$ cat src/rtl/dcsc_pkg.sv
// Shared types and constants of the day cycle sky color engine.
// Holds the command struct, code enums and palette tables used by the
// controller and the datapath. Depends on nothing.
package dcsc_pkg;

   // Working width of the remainder register; holds clock plus largest advance step.
   localparam int SUM_W      = 30;
   // Counter width for reduction and division steps.
   localparam int CNT_W      = 5;
   // Quotient bits of the blend position.
   localparam int FRAC_W     = 16;
   localparam int DIV_LAST   = FRAC_W - 1;
   // Compare width for tick thresholds.
   localparam int CMP_W      = 18;
   localparam int CHAN_W     = 3;
   localparam int NUM_CHAN   = 6;
   localparam int CSR_IDX_W  = 1;
   localparam int PROD_W     = 27;

   localparam logic [CHAN_W-1:0] LAST_CHAN = CHAN_W'(NUM_CHAN - 1);

   typedef enum logic [1:0] {
      REQ_ADVANCE = 2'd0,
      REQ_SET     = 2'd1,
      REQ_FLASH   = 2'd2,
      REQ_NONE    = 2'd3
   } req_code_type;

   typedef enum logic [CSR_IDX_W-1:0] {
      CSR_DAY_SPEED  = 1'b0,
      CSR_RAIN_LEVEL = 1'b1
   } csr_index_type;

   typedef enum logic [1:0] {
      MIX_PHASE = 2'd0,
      MIX_RAIN  = 2'd1,
      MIX_FLASH = 2'd2
   } mix_stage_type;

   typedef enum logic [3:0] {
      S_IDLE,
      S_MUL,
      S_LOAD,
      S_REDUCE,
      S_COMMIT,
      S_PHASE,
      S_DIV,
      S_MIX,
      S_LAST,
      S_DONE
   } ctrl_state_type;

   typedef struct packed {
      logic                capture;
      logic                mult;
      logic                load;
      logic                reduce;
      logic                commit;
      logic                div;
      logic                mix;
      logic                store;
      logic                out_load;
      logic [CNT_W-1:0]    k;
      logic [CHAN_W-1:0]   chan;
      mix_stage_type       stage;
      logic [CHAN_W-1:0]   store_chan;
   } dp_cmd_type;

   // Palette keys: dawn, day, dusk, night; zenith rgb then horizon rgb.
   localparam logic [7:0] SKY_KEYS [4][NUM_CHAN] = '{
      '{8'd128, 8'd102, 8'd153, 8'd255, 8'd153, 8'd77},
      '{8'd128, 8'd179, 8'd255, 8'd204, 8'd230, 8'd255},
      '{8'd102, 8'd77,  8'd128, 8'd255, 8'd128, 8'd51},
      '{8'd0,   8'd0,   8'd26,  8'd26,  8'd26,  8'd51}
   };

   localparam logic [7:0] RAIN_KEYS [NUM_CHAN] = '{
      8'd102, 8'd102, 8'd115, 8'd128, 8'd128, 8'd140
   };

endpackage

$ cat src/rtl/dcsc_datapath.sv
// Datapath of the sky color engine: clock and flash state, config registers,
// shared compare-subtract unit, shared blend multiplier and result registers.
// Depends on dcsc_pkg; driven by dcsc_ctrl through dp_cmd_type.
module dcsc_datapath #(
   parameter int DAY_LENGTH = 24000
) (
   input  logic                              clock,
   input  logic                              reset,
   input  dcsc_pkg::dp_cmd_type              cmd,
   input  logic [1:0]                        req_type,
   input  logic [15:0]                       req_delta_time,
   input  logic [15:0]                       req_set_ticks,
   input  logic                              csr_write,
   input  logic [dcsc_pkg::CSR_IDX_W-1:0]    csr_index,
   input  logic [15:0]                       csr_data,
   output logic [7:0]                        rsp_zenith_red,
   output logic [7:0]                        rsp_zenith_green,
   output logic [7:0]                        rsp_zenith_blue,
   output logic [7:0]                        rsp_horizon_red,
   output logic [7:0]                        rsp_horizon_green,
   output logic [7:0]                        rsp_horizon_blue,
   output logic [1:0]                        rsp_day_phase,
   output logic                              rsp_sun_visible,
   output logic                              rsp_moon_visible,
   output logic                              rsp_stars_visible,
   output logic [14:0]                       rsp_clock_ticks
);
   import dcsc_pkg::*;

   localparam int SPAN     = DAY_LENGTH * 256;
   localparam int CLK_W    = $clog2(SPAN);
   localparam int OFF      = (DAY_LENGTH * 769 + 12000) / 24000;
   localparam int HALF     = DAY_LENGTH / 2;
   localparam int STAR_LIM = (DAY_LENGTH * 13 * 256) / 24;

   localparam logic [SUM_W-1:0] SPAN_V     = SUM_W'(SPAN);
   localparam logic [SUM_W-1:0] STAR_V     = SUM_W'(STAR_LIM);
   localparam logic [CMP_W-1:0] OFF_V      = CMP_W'(OFF);
   localparam logic [CMP_W-1:0] SUN_LO_V   = CMP_W'(HALF + OFF);
   localparam logic [CMP_W-1:0] DAY_V      = CMP_W'(DAY_LENGTH);
   localparam logic [CMP_W-1:0] HALF_V     = CMP_W'(HALF);
   localparam logic [16:0]      FLASH_FULL = 17'd65536;

   // state and config
   logic [CLK_W-1:0]   clock_ff, clock_in;
   logic [16:0]        flash_ff, flash_in;
   logic [15:0]        speed_ff, speed_in;
   logic [8:0]         rain_ff, rain_in;

   // captured request
   req_code_type       type_ff, type_in;
   logic [15:0]        delta_ff, delta_in;
   logic [15:0]        set_ff, set_in;

   // arithmetic
   logic [31:0]        mul_ff, mul_in;
   logic [SUM_W-1:0]   r_ff, r_in;
   logic [1:0]         phase_ff, phase_in;
   logic [FRAC_W-1:0]  t_ff, t_in;
   logic signed [PROD_W-1:0] prod_ff, prod_in;
   logic [7:0]         acc_ff, acc_in;
   logic [7:0]         col_ff [NUM_CHAN];

   // output registers
   logic [7:0]         out_col_ff [NUM_CHAN];
   logic [1:0]         out_phase_ff;
   logic               out_sun_ff, out_moon_ff, out_stars_ff;
   logic [14:0]        out_ticks_ff;

   // compare-subtract unit
   logic [SUM_W-1:0]   cand, subv;
   logic [SUM_W:0]     diff_w;
   logic               take;
   logic [SUM_W-1:0]   r_step;

   logic [36:0]        inc_full;
   logic [SUM_W-1:0]   inc_v;
   logic [26:0]        dec_v;

   // blend
   logic signed [PROD_W:0] rnd_sum;
   logic signed [11:0]     mix_res;
   logic [7:0]             mix_a, mix_b;
   logic [16:0]            mix_w;
   logic signed [8:0]      mix_d;
   logic [1:0]             phase_nxt;
   logic [16:0]            rain_w;

   // tick flags
   logic [CMP_W-1:0]   ticks;
   logic               sun_off, moon_off;

   always_comb begin
      cand   = cmd.div ? {r_ff[SUM_W-2:0], 1'b0} : r_ff;
      subv   = cmd.div ? SPAN_V : (SPAN_V << cmd.k);
      diff_w = {1'b0, cand} - {1'b0, subv};
      take   = !diff_w[SUM_W];
      r_step = take ? diff_w[SUM_W-1:0] : cand;
   end

   assign inc_full = {1'b0, mul_ff, 4'b0} + {3'b0, mul_ff, 2'b0};
   assign inc_v    = SUM_W'(inc_full[36:8]);
   assign dec_v    = {1'b0, delta_ff, 10'b0} + {3'b0, delta_ff, 8'b0};

   always_comb begin
      type_in  = type_ff;
      delta_in = delta_ff;
      set_in   = set_ff;
      if (cmd.capture) begin
         type_in  = req_code_type'(req_type);
         delta_in = req_delta_time;
         set_in   = req_set_ticks;
      end
   end

   always_comb begin
      speed_in = speed_ff;
      rain_in  = rain_ff;
      if (csr_write) begin
         unique case (csr_index)
            CSR_DAY_SPEED:  speed_in = csr_data;
            CSR_RAIN_LEVEL: rain_in  = csr_data[8:0];
            default:        speed_in = speed_ff;
         endcase
      end
   end

   always_comb begin
      mul_in   = cmd.mult ? (delta_ff * speed_ff) : mul_ff;
      flash_in = flash_ff;
      if (cmd.mult) begin
         unique case (type_ff)
            REQ_ADVANCE: flash_in = ({10'b0, flash_ff} > dec_v)
                                    ? 17'(({10'b0, flash_ff} - dec_v)) : 17'd0;
            REQ_FLASH:   flash_in = FLASH_FULL;
            default:     flash_in = flash_ff;
         endcase
      end
   end

   always_comb begin
      r_in     = r_ff;
      clock_in = clock_ff;
      phase_in = phase_ff;
      t_in     = t_ff;
      priority if (cmd.load) begin
         unique case (type_ff)
            REQ_ADVANCE: r_in = SUM_W'(clock_ff) + inc_v;
            REQ_SET:     r_in = SUM_W'({set_ff, 8'b0});
            default:     r_in = SUM_W'(clock_ff);
         endcase
      end else if (cmd.commit) begin
         clock_in = r_ff[CLK_W-1:0];
         r_in     = {r_ff[SUM_W-3:0], 2'b00};
      end else if (cmd.reduce) begin
         r_in     = r_step;
         phase_in = {phase_ff[0], take};
      end else if (cmd.div) begin
         r_in = r_step;
         t_in = {t_ff[FRAC_W-2:0], take};
      end
   end

   // blend: a + round((b - a) * w / 65536)
   assign rnd_sum   = {prod_ff[PROD_W-1], prod_ff} + (PROD_W+1)'(32768);
   assign mix_res   = {4'b0, acc_ff} + rnd_sum[PROD_W:PROD_W-11];
   assign phase_nxt = phase_ff + 2'd1;
   assign rain_w    = (rain_ff > 9'd256) ? 17'd65536 : {rain_ff, 8'b0};

   always_comb begin
      unique case (cmd.stage)
         MIX_PHASE: begin
            mix_a = SKY_KEYS[phase_ff][cmd.chan];
            mix_b = SKY_KEYS[phase_nxt][cmd.chan];
            mix_w = {1'b0, t_ff};
         end
         MIX_RAIN: begin
            mix_a = mix_res[7:0];
            mix_b = RAIN_KEYS[cmd.chan];
            mix_w = rain_w;
         end
         MIX_FLASH: begin
            mix_a = mix_res[7:0];
            mix_b = 8'd255;
            mix_w = {1'b0, flash_ff[16:1]};
         end
         default: begin
            mix_a = mix_res[7:0];
            mix_b = mix_res[7:0];
            mix_w = 17'd0;
         end
      endcase
      mix_d   = $signed({1'b0, mix_b}) - $signed({1'b0, mix_a});
      prod_in = cmd.mix ? (PROD_W'(mix_d) * PROD_W'($signed({1'b0, mix_w}))) : prod_ff;
      acc_in  = cmd.mix ? mix_a : acc_ff;
   end

   assign ticks    = CMP_W'(clock_ff[CLK_W-1:8]);
   assign sun_off  = (ticks >= SUN_LO_V) && ((ticks + OFF_V) < DAY_V);
   assign moon_off = (ticks >= OFF_V) && ((ticks + OFF_V) < HALF_V);

   always_ff @(posedge clock) begin
      if (reset) begin
         clock_ff <= '0;
         flash_ff <= '0;
         speed_ff <= 16'd256;
         rain_ff  <= '0;
      end else begin
         clock_ff <= clock_in;
         flash_ff <= flash_in;
         speed_ff <= speed_in;
         rain_ff  <= rain_in;
      end
   end

   always_ff @(posedge clock) begin
      type_ff  <= type_in;
      delta_ff <= delta_in;
      set_ff   <= set_in;
      mul_ff   <= mul_in;
      r_ff     <= r_in;
      phase_ff <= phase_in;
      t_ff     <= t_in;
      prod_ff  <= prod_in;
      acc_ff   <= acc_in;
      if (cmd.store) begin
         col_ff[cmd.store_chan] <= mix_res[7:0];
      end
      if (cmd.out_load) begin
         out_col_ff   <= col_ff;
         out_phase_ff <= phase_ff;
         out_sun_ff   <= !sun_off;
         out_moon_ff  <= !moon_off;
         out_stars_ff <= (SUM_W'(clock_ff) <= STAR_V);
         out_ticks_ff <= ticks[14:0];
      end
   end

   assign rsp_zenith_red    = out_col_ff[0];
   assign rsp_zenith_green  = out_col_ff[1];
   assign rsp_zenith_blue   = out_col_ff[2];
   assign rsp_horizon_red   = out_col_ff[3];
   assign rsp_horizon_green = out_col_ff[4];
   assign rsp_horizon_blue  = out_col_ff[5];
   assign rsp_day_phase     = out_phase_ff;
   assign rsp_sun_visible   = out_sun_ff;
   assign rsp_moon_visible  = out_moon_ff;
   assign rsp_stars_visible = out_stars_ff;
   assign rsp_clock_ticks   = out_ticks_ff;

   a_clock_in_day: assert property (@(posedge clock) disable iff (reset)
      SUM_W'(clock_ff) < SPAN_V)
      else $error("day clock left its range");

   a_flash_bound: assert property (@(posedge clock) disable iff (reset)
      flash_ff <= FLASH_FULL)
      else $error("flash level above full");

   a_mix_range: assert property (@(posedge clock) disable iff (reset)
      cmd.store |-> (mix_res[11:8] == 4'd0))
      else $error("blend result out of 8-bit range");

endmodule

$ cat src/rtl/dcsc_ctrl.sv
// Controller of the sky color engine: sequences one transaction through
// multiply, reduction, phase split, division and blend steps.
// Depends on dcsc_pkg; drives dcsc_datapath through dp_cmd_type.
module dcsc_ctrl #(
   parameter int REDUCE_LAST = 7
) (
   input  logic                  clock,
   input  logic                  reset,
   input  logic                  req_valid,
   output logic                  req_stall,
   output logic                  rsp_valid,
   input  logic                  rsp_stall,
   output dcsc_pkg::dp_cmd_type  cmd
);
   import dcsc_pkg::*;

   ctrl_state_type      state_ff, state_in;
   logic [CNT_W-1:0]    cnt_ff, cnt_in;
   logic [CHAN_W-1:0]   chan_ff, chan_in;
   mix_stage_type       stage_ff, stage_in;
   logic                rsp_valid_ff, rsp_valid_in;
   logic                out_free;

   assign out_free  = !rsp_valid_ff || !rsp_stall;
   assign req_stall = (state_ff != S_IDLE);
   assign rsp_valid = rsp_valid_ff;

   // next state
   always_comb begin
      state_in = state_ff;
      unique case (state_ff)
         S_IDLE:   if (req_valid) state_in = S_MUL;
         S_MUL:    state_in = S_LOAD;
         S_LOAD:   state_in = S_REDUCE;
         S_REDUCE: if (cnt_ff == '0) state_in = S_COMMIT;
         S_COMMIT: state_in = S_PHASE;
         S_PHASE:  if (cnt_ff == '0) state_in = S_DIV;
         S_DIV:    if (cnt_ff == '0) state_in = S_MIX;
         S_MIX:    if (chan_ff == LAST_CHAN && stage_ff == MIX_FLASH) state_in = S_LAST;
         S_LAST:   state_in = S_DONE;
         S_DONE:   if (out_free) state_in = S_IDLE;
         default:  state_in = S_IDLE;
      endcase
   end

   // commands and counters
   always_comb begin
      cmd          = '0;
      cmd.k        = cnt_ff;
      cmd.chan     = chan_ff;
      cmd.stage    = stage_ff;
      cmd.store_chan = chan_ff - CHAN_W'(1);
      cnt_in       = cnt_ff;
      chan_in      = chan_ff;
      stage_in     = stage_ff;
      rsp_valid_in = rsp_valid_ff && rsp_stall;
      unique case (state_ff)
         S_IDLE: begin
            cmd.capture = req_valid;
         end
         S_MUL: begin
            cmd.mult = 1'b1;
         end
         S_LOAD: begin
            cmd.load = 1'b1;
            cnt_in   = CNT_W'(REDUCE_LAST);
         end
         S_REDUCE: begin
            cmd.reduce = 1'b1;
            cnt_in     = cnt_ff - CNT_W'(1);
         end
         S_COMMIT: begin
            cmd.commit = 1'b1;
            cnt_in     = CNT_W'(1);
         end
         S_PHASE: begin
            cmd.reduce = 1'b1;
            cnt_in     = (cnt_ff == '0) ? CNT_W'(DIV_LAST) : cnt_ff - CNT_W'(1);
         end
         S_DIV: begin
            cmd.div  = 1'b1;
            cnt_in   = cnt_ff - CNT_W'(1);
            chan_in  = '0;
            stage_in = MIX_PHASE;
         end
         S_MIX: begin
            cmd.mix   = 1'b1;
            cmd.store = (stage_ff == MIX_PHASE) && (chan_ff != '0);
            unique case (stage_ff)
               MIX_PHASE: stage_in = MIX_RAIN;
               MIX_RAIN:  stage_in = MIX_FLASH;
               MIX_FLASH: begin
                  stage_in = MIX_PHASE;
                  chan_in  = chan_ff + CHAN_W'(1);
               end
               default:   stage_in = MIX_PHASE;
            endcase
         end
         S_LAST: begin
            cmd.store      = 1'b1;
            cmd.store_chan = LAST_CHAN;
         end
         S_DONE: begin
            cmd.out_load = out_free;
            if (out_free) rsp_valid_in = 1'b1;
         end
         default: begin
            cmd.capture = 1'b0;
         end
      endcase
   end

   always_ff @(posedge clock) begin
      if (reset) begin
         state_ff     <= S_IDLE;
         rsp_valid_ff <= 1'b0;
         cnt_ff       <= '0;
         chan_ff      <= '0;
         stage_ff     <= MIX_PHASE;
      end else begin
         state_ff     <= state_in;
         rsp_valid_ff <= rsp_valid_in;
         cnt_ff       <= cnt_in;
         chan_ff      <= chan_in;
         stage_ff     <= stage_in;
      end
   end

   a_rsp_from_done: assert property (@(posedge clock) disable iff (reset)
      $rose(rsp_valid_ff) |-> $past(state_ff == S_DONE))
      else $error("result raised outside the done state");

   a_done_holds: assert property (@(posedge clock) disable iff (reset)
      (state_ff == S_DONE && rsp_valid_ff && rsp_stall) |=> (state_ff == S_DONE))
      else $error("finished result overwrote a pending one");

   a_chan_range: assert property (@(posedge clock) disable iff (reset)
      (state_ff == S_MIX) |-> (chan_ff <= LAST_CHAN))
      else $error("blend channel counter out of range");

endmodule

$ cat src/rtl/day_cycle_sky_color_engine.sv
// Steps: multiply, load, reduction, commit, phase split, division, blend, last
// store, done. The shared compare-subtract unit does R+1 reduction, 2 phase
// and 16 division steps and the shared blend multiplier does 18 steps. R is
// 30 - bits(DAY_LENGTH*256), R = 7 at DAY_LENGTH 24000. req_stall holds new
// requests until the controller is idle again. Reset: synchronous, active high;
// clock and flash clear, day_speed returns to 256 and rain_level to 0.
module day_cycle_sky_color_engine #(
   parameter int DAY_LENGTH = 24000
) (
   input  logic                              clock,
   input  logic                              reset,
   // request channel
   input  logic                              req_valid,
   output logic                              req_stall,
   input  logic [1:0]                        req_type,
   input  logic [15:0]                       req_delta_time,
   input  logic [15:0]                       req_set_ticks,
   // result channel
   output logic                              rsp_valid,
   input  logic                              rsp_stall,
   output logic [7:0]                        rsp_zenith_red,
   output logic [7:0]                        rsp_zenith_green,
   output logic [7:0]                        rsp_zenith_blue,
   output logic [7:0]                        rsp_horizon_red,
   output logic [7:0]                        rsp_horizon_green,
   output logic [7:0]                        rsp_horizon_blue,
   output logic [1:0]                        rsp_day_phase,
   output logic                              rsp_sun_visible,
   output logic                              rsp_moon_visible,
   output logic                              rsp_stars_visible,
   output logic [14:0]                       rsp_clock_ticks,
   // configuration write channel
   input  logic                              csr_valid,
   output logic                              csr_ready,
   input  logic [dcsc_pkg::CSR_IDX_W-1:0]    csr_index,
   input  logic [15:0]                       csr_data
);
   import dcsc_pkg::*;

   // Largest shift of the shifted-span subtract steps that reduce any clock plus
   // advance step below one day; the steps run from this shift down to zero.
   localparam int REDUCE_LAST = SUM_W - $clog2(DAY_LENGTH * 256 + 1);

   dp_cmd_type cmd;

   // Config writes are taken at any time; software writes only while idle.
   assign csr_ready = 1'b1;

   // Controller: accepts one transaction, walks the sequence, then holds the
   // result in the output register until the consumer takes it. A new
   // transaction may be accepted while that result still waits.
   dcsc_ctrl #(
      .REDUCE_LAST (REDUCE_LAST)
   ) u_ctrl (
      .clock     (clock),
      .reset     (reset),
      .req_valid (req_valid),
      .req_stall (req_stall),
      .rsp_valid (rsp_valid),
      .rsp_stall (rsp_stall),
      .cmd       (cmd)
   );

   // Datapath: day clock in Q.8 ticks, flash level in Q1.16, config
   // registers, the reduce/divide unit and the blend multiplier.
   dcsc_datapath #(
      .DAY_LENGTH (DAY_LENGTH)
   ) u_datapath (
      .clock             (clock),
      .reset             (reset),
      .cmd               (cmd),
      .req_type          (req_type),
      .req_delta_time    (req_delta_time),
      .req_set_ticks     (req_set_ticks),
      .csr_write         (csr_valid && csr_ready),
      .csr_index         (csr_index),
      .csr_data          (csr_data),
      .rsp_zenith_red    (rsp_zenith_red),
      .rsp_zenith_green  (rsp_zenith_green),
      .rsp_zenith_blue   (rsp_zenith_blue),
      .rsp_horizon_red   (rsp_horizon_red),
      .rsp_horizon_green (rsp_horizon_green),
      .rsp_horizon_blue  (rsp_horizon_blue),
      .rsp_day_phase     (rsp_day_phase),
      .rsp_sun_visible   (rsp_sun_visible),
      .rsp_moon_visible  (rsp_moon_visible),
      .rsp_stars_visible (rsp_stars_visible),
      .rsp_clock_ticks   (rsp_clock_ticks)
   );

endmodule
$ cat config.mk
export PLATFORM = sky130hd
export DESIGN_NAME = day_cycle_sky_color_engine
export DESIGN_NICKNAME = d
export VERILOG_FILES = /design/src/rtl/dcsc_pkg.sv /design/src/rtl/dcsc_datapath.sv /design/src/rtl/dcsc_ctrl.sv /design/src/rtl/day_cycle_sky_color_engine.sv
export SDC_FILE = /design/constraint.sdc
export NUM_CORES = 2
export LEC_CHECK = 0
export BUFFER_PORTS_ARGS = -buffer_cell sky130_fd_sc_hd__buf_2
export CAP_MARGIN = 5
export CORE_MARGIN = 5
export CORE_UTILIZATION = 41
export DETAILED_ROUTE_END_ITERATION = 8
export HOLD_SLACK_MARGIN = 0.1
export SYNTH_ARGS = -nofsm -noshare
export SYNTH_HDL_FRONTEND = slang
export SYNTH_SLANG_ARGS = --single-unit
export TNS_END_PERCENT = 100
$ cat constraint.sdc
create_clock -name clock -period 11.16 [get_ports clock]
set_clock_uncertainty 0.2 [all_clocks]
set_input_delay 0.558 -clock clock [delete_from_list [all_inputs] [get_ports clock]]
set_output_delay 0.558 -clock clock [all_outputs]
set_load 0.005 [all_outputs]
# == Word level (Yosys, flattened, before mapping) ==
# Memories as Yosys holds them, arrays and structs flattened.
# Cells that the tools add are included.
# op_classes
n_mux,56
eq_ne,21
order_cmp,12
bitwise,8
addsub,13
shift,1
multipliers,2
n_reduce_logical,32
# ops
operator,n
$mux W30,7
$bmux W48 S2,2
$mux W48,4
$mux W8,8
$pmux W30 S2,1
$pmux W17 S3,1
$bmux W8 S3,2
$bwmux W48,1
$pmux W4 S10,1
$add A36 B34 Y37,1
$mux W17,2
$pmux W17 S2,1
$mul A16 B16 Y32,1
$sub A30 B30 Y31,1
$add A23 B29 Y30,1
$shl A23 B5 Y30 const A,1
$add A26 B24 Y27,1
$gt A17 B27 Y1,1
$add A24 B17 Y24 const B,1
$demux W8 S3,1
$mul A9 B18 Y24,1
$mux W4,6
$pmux W8 S3,1
$le A23 B22 Y1 const B,1
other kinds (49),97
# totals
word_cells,181
inputBits,56
mem_count,1
regBits,342
output_inout_bits,71
mem_bits_ro,64
# memory_table
memory,depth,word_bits,rd,rd_ports_with_merged_regs,write_ports,line_no,rtl
(name not given),8,8,1,0,0,dcsc_datapath.sv:179,mix_b = RAIN_KEYS[cmd.chan];

# == Depth between registers and ports, before layout ==
# logic_depth
ltp_word,11
depth_mapped,39
mapped_depth_nobuf,37

# == Hierarchy ==
# From an unflattened synthesis, not the netlist that was laid out.
# hier_totals
hier_cells,3192
hier_area_um2,30696.9
# modules_own_cells
mod,seq_area_each_um2,n_inst,area_each_um2,cells_per_inst
dcsc_datapath,8558.2,1,29554.6,3047
dcsc_ctrl,300.3,1,1131.1,143
day_cycle_sky_color_engine,0.0,1,11.3,2

# == Least setup slack after synthesis ==
# Ideal clock, no wire load.
# synth_path
kind,register to register
startpoint,register u_datapath.phase_ff[0]
endpoint,"register u_datapath.prod_ff[23], data pin"
t_arrival_ns,8.036
setup_slack_ns,2.664
t_required_ns,10.700
path_buffers,2
synth_period_minus_slack_ns,8.496
setup_time_ns,0.260
stages_incl_launch_ff,38
cell_sequence,edfxtp_1 -> clkbuf_1 -> inv_1 -> ha_1 -> inv_1 -> mux2i_1 -> nor2_1 -> o32ai_1 -> a222oi_1 -> a21o_1 -> ha_1 -> nor2b_1 -> o21ai_0 -> a21boi_0 -> o21ai_0 -> nand2_1 -> xnor2_1 -> clkbuf_1 -> [2 not listed] -> inv_1 -> fa_1 -> inv_1 -> fa_1 -> fa_1 -> inv_1 -> fa_1 -> inv_1 -> ha_1 -> o21a_1 -> a211oi_1 -> o221a_2 -> a21oi_1 -> o31a_1 -> o21ai_0 -> nand2b_1 -> a21oi_1 -> xnor2_1
# synth_between
elab_chain_cells,11
word_cells_on_any_way,19
classes_between,add/sub: 2; mul: 1; mux: 14; bitwise: 2
# synth_lines
item,line_no,rtl
start: declaration,dcsc_datapath.sv:58,"logic [1:0] phase_ff, phase_in;"
start signal: assignment,dcsc_datapath.sv:222,phase_ff <= phase_in;
$add A2 B1 Y2,dcsc_datapath.sv:167,assign phase_nxt = phase_ff + 2'd1;
$not A2 Y3 (implied by the code),dcsc_datapath.sv:174,mix_b = SKY_KEYS[phase_nxt][cmd.chan];
$bmux W48 S2,dcsc_datapath.sv:174,
$mux W48 (implied by the code) (2 in series),dcsc_datapath.sv:174,
$bmux W8 S3,dcsc_datapath.sv:174,
$mux W8 (implied by the code) (2 in series),dcsc_datapath.sv:174,
$pmux W8 S3,dcsc_datapath.sv:171,unique case (cmd.stage)
$sub A8 B8 Y9 *,dcsc_datapath.sv:193,"mix_d = $signed({1'b0, mix_b}) - $signed({1'b0, mix_a});"
$mul A9 B18 Y24 *,dcsc_datapath.sv:194,"prod_in = cmd.mix ? (PROD_W'(mix_d) * PROD_W'($signed({1'b0, mix_w}))) : prod_ff;"
end signal: assignment,dcsc_datapath.sv:224,prod_ff <= prod_in;
end: declaration,dcsc_datapath.sv:60,"logic signed [PROD_W-1:0] prod_ff, prod_in;"
# Every way passes the cells marked *; elsewhere a longest branch is shown, timed or not. The select of a mux whose other input is x is not followed.
# A chain may end at the register's enable or synchronous reset.

# == Final worst setup path ==
# Same ends and word-level chain as after synthesis.

==> reports/metrics.csv <==
metric;value;unit
post-synthesis simple-gate area fraction;15.1;%
CP max FO;16;
layout cells sized above 1;7.97;%
post-synthesis compound-gate area fraction;12.0;%
syn_nets;3848;
hold path start;csr_valid;
drt via density;5.34;
Hold WC Path Type;primary input to flip-flop;
Adder-Cell Fraction of Synth Area;31.7;%
Cells after DPL;4197;
Post-CTS Setup Bufs;0;
Worst-path clk slew;0.07;ns
row count;100;
Setup TNS Final;0;ns
CTS Sinks;319;
global-route wire length before repair;127;mm
Peak Freq;106;MHz
Final Hold Viols;0;
Worst path max stage delay;0.68;ns
worst setup path startpoint;u_datapath.phase_ff[0]$_DFFE_PP_;
EDFF count, synth;247;
Slew @ Worst Pin;1.25;ns
worst path arrival time;9.55;ns
Syn Area/Cell;9.55;um^2
synth warn;0;
multiplexer area fraction after synthesis;1.98;%
register area share after synthesis;29.0;%
Async SR Flop Fraction;0;%
Root Driver;clkbuf_16;
Clock Path Buffers;3;
area delta synth->final;11.1;%
CTS tree;built;
Finish-stage setup viols;0;
Reg2Reg Launch Point;u_datapath.phase_ff[0]$_DFFE_PP_;
die width;283;um
GRT Residual Overflow;0;
Avg WL per Cell;18.0;um
total track usage;19.3;%
die area;80100;um^2
Initial Util;41.2;%
number of global-route vias before repair;23224;
Setup crit start kind;flip-flop;
DRT iter0 DRCs;1647;
Final HPWL DP;58.5;mm
synthesized area;30600;um^2
Yosys reg bits;319;
XOR/XNOR Fraction of Synth Area;3.78;%
Netlist cell types;91;
Tmin final;9.45;ns
Core Box Area;74200;um^2
Syn Inst Count;3201;
pin count of the biggest net entering global routing;65;
number of non-filler instances in the completed layout;4321;
CTS Buf Count;38;
DRC;0;
Worst setup EP type;flip-flop;
Worst-Skew Late Latency;0.57;ns
outcome;finished clean;
MaxCap Viol Count;0;
filler cell count;7128;
Top-Level Pins;127;
Total Wirelength;77.6;mm
antenna-violating nets left;0;
Max H-tree Level;2;
Synth top area share;24.3;%
cell taking the most area after synthesis;edfxtp_1;
largest family of logic cells by synthesized area;adder cells;
drt pass-1 iters;5;
Crit Path Class;flip-flop to flip-flop;
antenna violations before repair;3;
Slew HR;16.7;%
post-layout util;45.7;%
largest cells by area after synthesis;edfxtp_1 (24%), fa_1 (20%), ha_1 (12%);
most common flop cell mapped by yosys;edfxtp_1;
Nets;3966;
IO buf count;125;
RSZ-0062 raised after global routing;false;
fin crit share;84.6;%
max-slew violations;0;
Die Span Y;283;um
vias post-DR;23079;
GPL Wtd Cong;0.875;
Worst EP required;11.27;ns
slowest CP cell;edfxtp_1;
final timing paths:
check	end	cells after the start	slack, ns
worst max register to register	u_datapath.prod_ff[23]$_DFFE_PP_	37	1.71
worst min-delay path	u_datapath.rain_ff[8]$_SDFFE_PP0P_	3	0.16
worst min register to register	u_datapath.rsp_zenith_green[2]$_DFFE_PP_	0	0.21
worst max-delay path	u_datapath.prod_ff[23]$_DFFE_PP_	37	1.71
critical path: cells and delay by family, from the launching register on:
family | cells | cell delay, ns
adders and majority gates | 8 | 3.43
AOI/OAI and AO/OA | 15 | 3.09
and+or+nand+nor | 5 | 0.78
buffers and inverters | 6 | 0.71
DFF | 1 | 0.68
xor gates and xnor gates | 2 | 0.22
muxes | 1 | 0.10
layout by cell type (no fill, tap or decap), types with 13 or more instances in the layout:
cell           count
nor2b_1           23
o21ai_0          131
dlygate4sd3_1     51
buf_4             26
xnor2_1           86
nand4_1           13
a21oi_1          180
buf_2            125
nand3_1           61
xor2_1            46
clkbuf_16         40
nor2_1           218
a21o_1            37
o211ai_1          28
dfxtp_1           72
o21a_1            25
a31oi_1           14
nand2b_1          49
edfxtp_1         247
and2_1           104
nand2_1          426
a211oi_1          24
ha_1             287
fa_1             304
a22oi_1           13
mux2_2            19
nor3_1            44
mux2i_1           38
inv_1            383
Yosys cell counts (14+ instances only):
library cell	count
a211oi_1	24
a21o_1	37
a21oi_1	181
a31oi_1	14
and2_1	104
clkbuf_1	107
dfxtp_1	72
edfxtp_1	247
fa_1	304
ha_1	287
inv_1	383
mux2_2	19
mux2i_1	38
nand2_1	426
nand2b_1	49
nand3_1	61
nor2_1	221
nor2b_1	23
nor3_1	46
o211ai_1	28
o21a_1	25
o21ai_0	131
xnor2_1	86
xor2_1	46
cell type report:
class / count / area, um^2 / share of cell area (%)
Antenna cell: 3 / 7.51 / 0.0221
Clock buffer: 54 / 1110 / 3.28
Clock inverter: 16 / 194 / 0.571
Inverter: 387 / 1450 / 4.28
Multi-Input combinational cell: 2371 / 19800 / 58.3
Sequential cell: 319 / 8860 / 26.1
Tap cell: 969 / 1210 / 3.57
Timing Repair Buffer: 202 / 1330 / 3.92
state kept, by name, indices dropped and copies added, names as in the netlist, 15 cells and up:
signal / flops
u_datapath.col_ff: 48
u_datapath.speed_ff: 16
u_datapath.mul_ff: 32
u_datapath.r_ff: 30
u_datapath.delta_ff: 16
u_datapath.clock_ff: 23
u_datapath.t_ff: 16
u_datapath.rsp_clock_ticks: 15
u_datapath.set_ff: 16
repair_timing:
item / in CTS / in global routing
hold buffers: 51 / 0
resized for setup: 0 / 0
endpoints found under the hold margin: 58 / 0
layer usage:
metal	vias to the layer above	track usage [%]	share of wire, %	wire length [um]
li1	11072	-	-	-
met4	0	3.84	1.8	1400
met1	11303	27.6	46	35400
met5	-	0	0	0
met3	93	2.59	6.0	4690
met2	611	31.6	47	36100
cells by family after synthesis:
family	after synthesis
simple gates	1010
xor+xnor	132
buf+inv	511
fa+ha+maj	592
mux	58
flops	319
other cells	1
compound gates	578
through the flow:
stage	area (um^2)	hold slack (ns)	setup WS (ns)
final	33900	0.161	1.71
after global routing	33900	0.145	1.13
after CTS	33900	0.125	1.74
after detailed placement	32100	0.205	1.75
after global placement	32100	0.202	1.82
after floorplan	30600	0.200	2.66
Power is left out: the tool's default activity adds up to more than one toggle a clock period on the data nets, which glitch-free logic cannot reach.
